[config.mk]
export PLATFORM = sky130hd
export DESIGN_NAME = psv_sieve_ctrl
export DESIGN_NICKNAME = d
export VERILOG_FILES = /design/src/hdl/psv_pkg.sv /design/src/hdl/psv_div.sv /design/src/hdl/psv_sieve_ctrl.sv
export SDC_FILE = /design/constraint.sdc
export NUM_CORES = 1
export LEC_CHECK = 0
export BUFFER_PORTS_ARGS = -buffer_cell sky130_fd_sc_hd__buf_2
export CAP_MARGIN = 10
export CORE_ASPECT_RATIO = 1.25
export CORE_MARGIN = 10
export CORE_UTILIZATION = 60
export DETAILED_ROUTE_END_ITERATION = 8
export GPL_TIMING_DRIVEN = 0
export PLACE_DENSITY = 0.78
export SLEW_MARGIN = 0
export SYNTH_ARGS = -nofsm -noshare
export SYNTH_HDL_FRONTEND = slang
export SYNTH_SLANG_ARGS = --single-unit
[constraint.sdc]
create_clock -name clk -period 9.5 [get_ports clk]
set_input_delay 1.9 -clock clk [delete_from_list [all_inputs] [get_ports clk]]
set_output_delay 1.9 -clock clk [all_outputs]
set_load 0.005 [all_outputs]
[src/hdl/psv_pkg.sv]
// Shared constants, codes and types for the odd-window prime sieve.
// Used by psv_div, psv_sieve_ctrl and the top level; depends on nothing else.
`timescale 1ns / 1ps
`default_nettype none

package psv_pkg;

	localparam int WINDOW_ODDS    = 4096;
	localparam int NUMBER_BITS    = 32;
	localparam int MAP_AW         = $clog2(WINDOW_ODDS);
	localparam int COUNT_BITS     = MAP_AW + 1;
	// Divisors stop once their square passes the window end.
	localparam int DIVISOR_BITS   = NUMBER_BITS / 2 + 1;
	localparam int SQ_BITS        = NUMBER_BITS + 2;
	localparam int M_BITS         = NUMBER_BITS + 2;
	localparam int CFG_INDEX_BITS = 2;
	localparam int STATUS_BITS    = 2;

	localparam logic CMD_RUN   = 1'b0;
	localparam logic CMD_QUERY = 1'b1;

	localparam logic [STATUS_BITS-1:0] ST_OK      = 2'd0;
	localparam logic [STATUS_BITS-1:0] ST_RANGE   = 2'd1;
	localparam logic [STATUS_BITS-1:0] ST_OUTSIDE = 2'd2;

	localparam logic [CFG_INDEX_BITS-1:0] CFG_BEGIN = 2'd0;
	localparam logic [CFG_INDEX_BITS-1:0] CFG_END   = 2'd1;

	localparam logic [NUMBER_BITS-1:0] BEGIN_RESET = NUMBER_BITS'(5);
	localparam logic [NUMBER_BITS-1:0] END_RESET   = NUMBER_BITS'(8195);
	localparam logic [NUMBER_BITS-1:0] MIN_BEGIN   = NUMBER_BITS'(3);
	localparam int FIRST_DIVISOR = 3;

	typedef struct packed {
		logic              we;
		logic [MAP_AW-1:0] addr;
		logic              data;
	} psv_wr_t;

	typedef struct packed {
		logic                   valid;
		logic [STATUS_BITS-1:0] status;
	} psv_done_t;

endpackage

`default_nettype wire

[src/hdl/psv_div.sv]
// Bit-serial remainder unit: dividend mod divisor, one quotient bit per cycle.
// Depends on psv_pkg for the operand widths.
`timescale 1ns / 1ps
`default_nettype none

module psv_div (
	input  logic                            clk,
	input  logic                            arst_n,
	input  logic                            start,
	input  logic [psv_pkg::NUMBER_BITS-1:0]  dividend,
	input  logic [psv_pkg::DIVISOR_BITS-1:0] divisor,
	output logic                            done,
	output logic [psv_pkg::DIVISOR_BITS-1:0] rem
);
	import psv_pkg::*;

	localparam int CNT_W = $clog2(NUMBER_BITS + 1);

	logic                    busy_q;
	logic                    done_q;
	logic [CNT_W-1:0]        cnt_q;
	logic [NUMBER_BITS-1:0]  dvd_q;
	logic [DIVISOR_BITS-1:0] rem_q;
	logic [DIVISOR_BITS:0]   trial;
	logic [DIVISOR_BITS:0]   diff;
	logic                    fits;

	always_comb begin
		trial = {rem_q, dvd_q[NUMBER_BITS-1]};
		diff  = trial - {1'b0, divisor};
		fits  = trial >= {1'b0, divisor};
	end

	always_ff @(posedge clk or negedge arst_n) begin
		if (!arst_n) begin
			busy_q <= 1'b0;
			done_q <= 1'b0;
			cnt_q  <= '0;
		end else if (start) begin
			busy_q <= 1'b1;
			done_q <= 1'b0;
			cnt_q  <= CNT_W'(NUMBER_BITS);
		end else if (busy_q) begin
			cnt_q <= cnt_q - CNT_W'(1);
			if (cnt_q == CNT_W'(1)) begin
				busy_q <= 1'b0;
				done_q <= 1'b1;
			end
		end else begin
			done_q <= 1'b0;
		end
	end

	always_ff @(posedge clk) begin
		if (start) begin
			dvd_q <= dividend;
			rem_q <= '0;
		end else if (busy_q) begin
			dvd_q <= dvd_q << 1;
			// A trial that does not fit is already below the divisor.
			rem_q <= fits ? diff[DIVISOR_BITS-1:0] : trial[DIVISOR_BITS-1:0];
		end
	end

	assign done = done_q;
	assign rem  = rem_q;

	a_rem_below_divisor: assert property (@(posedge clk) disable iff (!arst_n)
		done |-> rem < divisor)
		else $error("remainder not below divisor");

endmodule

`default_nettype wire

[src/hdl/psv_sieve_ctrl.sv]
// Sequencer for a run command: range check, map fill, then one pass of
// multiple clearing per odd divisor. Depends on psv_pkg and psv_div.
`timescale 1ns / 1ps
`default_nettype none

module psv_sieve_ctrl (
	input  logic                           clk,
	input  logic                           arst_n,
	input  logic                           start,
	input  logic [psv_pkg::NUMBER_BITS-1:0] range_begin,
	input  logic [psv_pkg::NUMBER_BITS-1:0] range_end,
	input  logic                           slot_free,
	output logic                           busy,
	output psv_pkg::psv_done_t             done,
	output psv_pkg::psv_wr_t               wr
);
	import psv_pkg::*;

	localparam logic [2:0] S_IDLE   = 3'd0;
	localparam logic [2:0] S_CHECK  = 3'd1;
	localparam logic [2:0] S_FILL   = 3'd2;
	localparam logic [2:0] S_LOOP   = 3'd3;
	localparam logic [2:0] S_DIV    = 3'd4;
	localparam logic [2:0] S_SETUP  = 3'd5;
	localparam logic [2:0] S_CLEAR  = 3'd6;
	localparam logic [2:0] S_FINISH = 3'd7;

	logic [2:0]              state_q;
	logic [STATUS_BITS-1:0]  status_q;
	logic [COUNT_BITS-1:0]   count_q;
	logic [COUNT_BITS-1:0]   fill_q;
	logic [DIVISOR_BITS-1:0] i_q;
	logic [SQ_BITS-1:0]      isq_q;
	logic [M_BITS-1:0]       m_q;

	logic [NUMBER_BITS-1:0]  base;
	logic [NUMBER_BITS:0]    span;
	logic                    empty;
	logic [NUMBER_BITS-2:0]  half;
	logic                    too_many;
	logic                    bad;
	logic [COUNT_BITS-1:0]   count_next;
	logic                    sq_over;
	logic                    div_start;
	logic                    div_done;
	logic [DIVISOR_BITS-1:0] div_rem;
	logic [DIVISOR_BITS-1:0] adj;
	logic [M_BITS-1:0]       two_i;
	logic [M_BITS-1:0]       lo;
	logic [M_BITS-1:0]       end_m;
	logic                    m_over;
	logic [M_BITS-1:0]       off;
	logic                    off_ok;

	always_comb begin
		base       = range_begin | NUMBER_BITS'(1);
		span       = {1'b0, range_end} - {1'b0, base};
		empty      = span[NUMBER_BITS];
		half       = span[NUMBER_BITS-1:1];
		too_many   = !empty && (half >= (NUMBER_BITS-1)'(WINDOW_ODDS));
		bad        = (range_begin <= MIN_BEGIN) || (range_end < range_begin) || too_many;
		count_next = empty ? '0 : ({1'b0, half[MAP_AW-1:0]} + COUNT_BITS'(1));
		sq_over    = isq_q > SQ_BITS'(range_end);
		div_start  = (state_q == S_LOOP) && !sq_over;
		adj        = (div_rem == '0) ? '0 : (i_q - div_rem);
		two_i      = M_BITS'(i_q) << 1;
		lo         = (m_q < two_i) ? two_i : m_q;
		end_m      = M_BITS'(range_end);
		m_over     = m_q > end_m;
		off        = m_q - M_BITS'(base);
		off_ok     = off[M_BITS-1:MAP_AW+1] == '0;
	end

	psv_div u_div (
		.clk      (clk),
		.arst_n   (arst_n),
		.start    (div_start),
		.dividend (range_begin),
		.divisor  (i_q),
		.done     (div_done),
		.rem      (div_rem)
	);

	always_ff @(posedge clk or negedge arst_n) begin
		if (!arst_n) begin
			state_q <= S_IDLE;
		end else begin
			case (state_q)
				S_IDLE: begin
					if (start) begin
						state_q <= S_CHECK;
					end
				end
				S_CHECK: begin
					state_q <= bad ? S_FINISH : S_FILL;
				end
				S_FILL: begin
					if (fill_q == count_q) begin
						state_q <= S_LOOP;
					end
				end
				S_LOOP: begin
					state_q <= sq_over ? S_FINISH : S_DIV;
				end
				S_DIV: begin
					if (div_done) begin
						state_q <= S_SETUP;
					end
				end
				S_SETUP: begin
					state_q <= S_CLEAR;
				end
				S_CLEAR: begin
					if (m_over) begin
						state_q <= S_LOOP;
					end
				end
				S_FINISH: begin
					if (slot_free) begin
						state_q <= S_IDLE;
					end
				end
				default: begin
					state_q <= S_IDLE;
				end
			endcase
		end
	end

	always_ff @(posedge clk) begin
		case (state_q)
			S_CHECK: begin
				status_q <= bad ? ST_RANGE : ST_OK;
				count_q  <= count_next;
				fill_q   <= '0;
				i_q      <= DIVISOR_BITS'(FIRST_DIVISOR);
				isq_q    <= SQ_BITS'(FIRST_DIVISOR * FIRST_DIVISOR);
			end
			S_FILL: begin
				if (fill_q != count_q) begin
					fill_q <= fill_q + COUNT_BITS'(1);
				end
			end
			S_DIV: begin
				// First multiple of the divisor at or above the window start.
				m_q <= M_BITS'(range_begin) + M_BITS'(adj);
			end
			S_SETUP: begin
				// Skip the divisor itself, then step onto an odd multiple.
				m_q <= lo[0] ? lo : (lo + M_BITS'(i_q));
			end
			S_CLEAR: begin
				if (m_over) begin
					i_q   <= i_q + DIVISOR_BITS'(2);
					isq_q <= isq_q + (SQ_BITS'(i_q) << 2) + SQ_BITS'(4);
				end else begin
					m_q <= m_q + two_i;
				end
			end
			default: begin
			end
		endcase
	end

	always_comb begin
		wr = '0;
		if (state_q == S_FILL && fill_q != count_q) begin
			wr.we   = 1'b1;
			wr.addr = fill_q[MAP_AW-1:0];
			wr.data = 1'b1;
		end else if (state_q == S_CLEAR && !m_over && off_ok) begin
			wr.we   = 1'b1;
			wr.addr = off[MAP_AW:1];
			wr.data = 1'b0;
		end
	end

	assign busy         = state_q != S_IDLE;
	assign done.valid   = (state_q == S_FINISH) && slot_free;
	assign done.status  = status_q;

	a_clear_odd_divisor: assert property (@(posedge clk) disable iff (!arst_n)
		state_q == S_CLEAR |-> i_q[0])
		else $error("sieve divisor is even");

	a_clear_in_window: assert property (@(posedge clk) disable iff (!arst_n)
		wr.we && !wr.data |-> state_q == S_CLEAR && m_q <= end_m && m_q[0])
		else $error("map cleared outside the window");

endmodule

`default_nettype wire

Word level (Yosys, flattened, before mapping)
Cells that the tools add are included.
{"block": "word_totals", "reg_bits": 173, "input_bits": 68, "output_inout_bits": 18, "word_cells": 106}
{"block": "op_classes", "add_sub_neg": 13, "magnitude_cmp": 7, "n_eq_ne": 18, "muxes": 33, "n_reduce_logical": 23}
{"cell": "$mux 34", "n": 4}
{"cell": "$pmux 34 s3", "n": 1}
{"cell": "$gt 34x32->1", "n": 2}
{"cell": "$pmux 34 s2", "n": 1}
{"cell": "$mux 32", "n": 2}
{"cell": "$mux 17", "n": 3}
{"cell": "$add 34x17->34", "n": 1}
{"cell": "$add 34x18->34", "n": 1}
{"cell": "$add 34x19->34", "n": 1}
{"cell": "$add 34x3->34 const B", "n": 1}
{"cell": "$lt 34x18->1", "n": 1}
{"cell": "$pmux 17 s2", "n": 1}
{"cell": "$sub 17x17->17", "n": 2}
{"cell": "$sub 34x32->34", "n": 1}
{"cell": "$add 32x17->33", "n": 1}
{"cell": "$sub 32x32->33", "n": 1}
{"cell": "$le 32x2->1 const B", "n": 1}
{"cell": "$lt 32x32->1", "n": 1}
{"cell": "$ge 31x13->1 const B", "n": 1}
{"cell": "$mux 14", "n": 2}
{"cell": "$pmux 13 s2", "n": 1}
{"cell": "$pmux 3 s8", "n": 1}
{"cell": "$logic_not 21->1", "n": 1}
{"cell": "$ge 18x17->1", "n": 1}
{"cell": "27 further kinds", "n": 61}

Depth between registers and ports, before layout
{"block": "depth", "ltp_word": 6, "ltp_mapped": 22, "ltp_nobuf": 22}

Cells and area by module
A second synthesis with hierarchy kept.
{"block": "hier_totals", "cells_unflattened": 2440, "area_unflattened_um2": 19976.7}
{"mod": "psv_sieve_ctrl", "instances": 1, "cells_per_inst": 2125, "area_each_um2": 16689.8, "seq_area_each_um2": 3318.2}
{"mod": "psv_div", "instances": 1, "cells_per_inst": 315, "area_each_um2": 3286.9, "seq_area_each_um2": 1501.4}

Least setup slack after synthesis
Ideal clock, no wire load.
{"block": "synth_path", "path_type": "input-to-reg", "start": "in range_end[24] (netlist name)", "end": "reg i_q[10], enable pin", "setup_time_ns": 0.522, "arrival_ns": 6.610, "required_time_ns": 8.978, "setup_slack_ns": 2.368, "cell_stages": 8, "path_buffers": 0, "path_cell_list": "inv_1 -> ha_1 -> nand4_1 -> nor4_1 -> nand2_1 -> o211ai_1 -> a21oi_1 -> o31ai_1"}
{"block": "synth_via", "elab_chain_cells": 3}
{"element": "from (decl)", "line_no": "psv_sieve_ctrl.sv:11", "text": "input logic [psv_pkg::NUMBER_BITS-1:0] range_end,"}
{"element": "$gt 34x32->1", "line_no": "psv_sieve_ctrl.sv:69", "text": "m_over = m_q > end_m;"}
{"element": "$ne 2x2->1 (no line)"}
{"element": "$reduce_and 2->1 (no line)"}
{"element": "to (signal assigned)", "line_no": "psv_sieve_ctrl.sv:136", "text": "i_q <= DIVISOR_BITS'(FIRST_DIVISOR);"}
{"element": "to (signal assigned)", "line_no": "psv_sieve_ctrl.sv:154", "text": "i_q <= i_q + DIVISOR_BITS'(2);"}
{"element": "to (decl)", "line_no": "psv_sieve_ctrl.sv:32", "text": "logic [DIVISOR_BITS-1:0] i_q;"}
Every way passes these cells.
A chain may end at the register's enable or synchronous reset.

==> qor.csv <==
metric;value;unit
synth-main-ff-cell;edfxtp_1;
dp_hpwl;58330;um
p_int;4.413;mW
grt_pass1_wl;109200;um
finalPower;9.263;mW
p_sw;4.850;mW
worstMarginPinSlew;1.068;ns
tns;0;ns
hold_violations;0;
place_congestion;1.070;
drt_first_pass_iters;7;
critPathSlowestCell;nor4_1;
fill_cells;2880;
grt_max_degree;34;
crit_path_end;wr[11];
netlist_area;0.02002;mm^2
wl;72090;um
clock.fmax;120.2;MHz
critPathBufInv;5;
start_util;61.09;%
skew;0.01399;ns
boundaryPins;86;
slew_violations;0;
cts.sinks;168;
cts_made_buffers;17;
wl_per_cell;24.11;um
period_needed;8.319;ns
cts_resized;0;
rows;74;
n_antenna_cell;0;
r2r-end;m_q[31]$_DFFE_PP_;
ant_nets;0;
grt_pass1_vias;19080;
seq_power_share;20.3;%
clockBufferDepth;2;
route.detailed.drc;0;
slew_headroom;28.15;%
arrival;6.42;ns
worst-path-stages;16;
cts.clk_slew.worst_paths;0.07;ns
cp-startpoint;range_begin[10];
p_per_area;428.4;mW/mm^2
antenna_found_initial;0;
netlist-cell-type-count;84;
yosysWarningCount;0;
syn_nets;2788;
track_usage;34.11;%
synth-async-reset-ratio;6.548;%
synth-seq-cells;168;
coreArea;0.03278;mm^2
synthToLayoutAreaGrowth;7.992;%
ys_seq_area_share;24.07;%
drtIter0Drc;2146;
drv_cap;0;
r2r_start;i_q[16]$_SDFFCE_PN0P_;
cp-end-kind;output pin;
avgSynthCellArea;8.159;um^2
num-nets-final;2894;
finalSetupViolCount;0;
hold_path.class;reg -> reg;
fp.dieW;183.4;um
rsz0062_at_grt;no;
cts_max_level;4;
vdd_drop_max;0.2978;mV
max_stage_delay;0.66;ns
status;completed;
cts_hold_buf;0;
fin_util;65.97;%
p_comb_share;71.8;%
crit_required;7.60;ns
crit_type;in -> out;
synth_area_leaders;edfxtp_1 21%, ha_1 16%, xnor2_1 5.0%;
critPathTopFamily;compound AO/OA/AOI/OAI gates;
period_share;87.57;%
r2r_setup_slack;2.13;ns
via_per_inst;6.707;
grt-ovfl-total;0;
final_common_cell;ha_1;
worst-path-max-fanout;10;
power_leakage;9.169;nW
dieArea;0.04112;mm^2
final_cell_mix;260 x ha_1, 237 x nor2_1, 198 x a21oi_1;
vias;20050;
post_cts_buffers;0;
netlist.area_leader.share;21.00;%
start_kind;primary input;
cts-root-buf;clkbuf_16;
cts_tree;built;
io_buffers;84;
netlist_instances;2454;
drive_gt1_share;8.476;%
reg2regPathDepth;21;
yosys.area.top_type;edfxtp_1;
crit_chain;buf_2 > inv_1 > ha_1 > clkbuf_1 > a21oi_1 > o21a_1 > o2bb2ai_1 > nor4_1 > o211ai_1 > a221oi_1 > a31oi_1 > a21oi_1 > nand4_1 > clkbuf_1 > o41ai_1 > buf_2;
die_h;224.2;um
clkPwrFrac;7.9;%
netSwitchingFraction;52.36;%
synth_edf_count;140;
worst_skew_pair.late_latency;0.46;ns
## metal layers
layer	GRT usage (%)	wire length (um)
met1	39.01	27560
met2	56.12	33280
met3	6.726	5659
met4	24.42	5597
met5	0	0
## worst min-delay path by stage
stage	start	end	slack [ns]	cells past startpoint
after floorplan	u_div.cnt_q[5]$_DFFE_PN0P_	u_div.cnt_q[5]$_DFFE_PN0P_	0.49	2
after global routing	u_div.rem[14]$_SDFFE_PP0P_	u_div.rem[14]$_SDFFE_PP0P_	0.55	2
after detailed placement	u_div.cnt_q[5]$_DFFE_PN0P_	u_div.cnt_q[5]$_DFFE_PN0P_	0.51	2
after global placement	u_div.rem[14]$_SDFFE_PP0P_	u_div.rem[14]$_SDFFE_PP0P_	0.51	2
final	u_div.rem[14]$_SDFFE_PP0P_	u_div.rem[14]$_SDFFE_PP0P_	0.53	2
after CTS	u_div.rem[14]$_SDFFE_PP0P_	u_div.rem[14]$_SDFFE_PP0P_	0.53	2
## metrics by stage
step                hold slack (ns)  instance area, um^2  setup slack (ns)  instances
floorplan                    0.4883                20020             2.368       2454
global placement             0.5075                20970            0.1445       2956
detailed placement           0.5127                21040             1.342       2959
CTS                          0.5260                21620             1.322       2990
global route                 0.5492                21620             1.045       2990
finish                       0.5339                21620             1.181       2990
## worst register-to-register path, stage by stage (launching register included)
cell	delay (ns)
edfxtp_1	0.63
inv_1	0.25
ha_1	0.33
clkbuf_1	0.20
nand4_1	0.23
nor2_1	0.11
a22oi_1	0.25
nand3_1	0.24
nor2_1	0.72
clkbuf_1	0.58
mux2_2	0.42
ha_1	0.32
a21o_1	0.22
a21oi_1	0.39
o21ba_2	0.21
o21ai_0	0.19
a211oi_1	0.40
a211oi_1	0.14
o21ai_1	0.63
o21ai_0	0.31
nand2_1	0.15
o311ai_0	0.16
## Yosys cell counts, types with 10 or more instances
| master | n |
|---|---|
| xor2_1 | 73 |
| nor3_1 | 64 |
| or3_1 | 20 |
| o21bai_1 | 15 |
| a22oi_1 | 15 |
| nand3_1 | 72 |
| and2_1 | 21 |
| dfxtp_1 | 17 |
| nor2_1 | 237 |
| a21oi_1 | 198 |
| a211oi_1 | 34 |
| edfxtp_1 | 140 |
| o211ai_1 | 23 |
| o31ai_1 | 22 |
| nand4_1 | 58 |
| nand2_1 | 196 |
| clkbuf_1 | 65 |
| ha_1 | 260 |
| a31oi_1 | 28 |
| o21ai_0 | 116 |
| nor2b_1 | 24 |
| mux2_2 | 49 |
| a21o_1 | 57 |
| o22ai_1 | 10 |
| nand2b_1 | 34 |
| nor4_1 | 33 |
| xnor2_1 | 114 |
| o21a_1 | 36 |
| inv_1 | 176 |
| or2_2 | 21 |
| and3_1 | 33 |
| dfrtp_1 | 11 |
| nor3b_1 | 11 |
## area by class of cell
type	instances	area [um^2]	area share [%]
inverter	176	660.6	3.055
sequential	168	4820	22.29
timing repair buffer	87	478.0	2.210
tap	418	523.0	2.419
clock buffer	17	425.4	1.967
multi-input combinational	2041	14290	66.07
clock inverter	14	160.2	0.7407
buffer	69	269.0	1.244
## registers in the layout, summed over array words and instances (netlist names)
signal and flops:
m_q 34, i_q 16, fill_q 13, u_div.rem 17, u_div.cnt_q 6, u_div.dvd_q 32
state_q 3, u_div.done 1, u_div.busy_q 1, isq_q 31, status_q 1, count_q 13
## power groups by stage
stage          clock network [mW]  logic [mW]  registers [mW]
2_1_floorplan                   0        4.89            1.62
3_3_place_gp                    0        6.25            1.87
3_5_place_dp                    0        6.45            1.86
4_1_cts                     0.734        6.51            1.85
5_1_grt                     0.762        7.30            1.89
6_report                    0.735        6.65            1.88
## kinds of logic (layout without fill, tap and decap cells)
kind of cell               Yosys count  count (layout)  synth area share [%]
AOI/OAI and AO/OA                  676             676                 22.26
buffers and inverters              245             363                 4.643
adders and majority gates          266             266                 16.85
DFF                                168             168                 24.07
and+or+nand+nor                    853             853                 20.78
other                                1               1               0.01873
muxes                               58              58                 3.206
xor gates and xnor gates           187             187                 8.180
(Power assumes the default switching activity.)
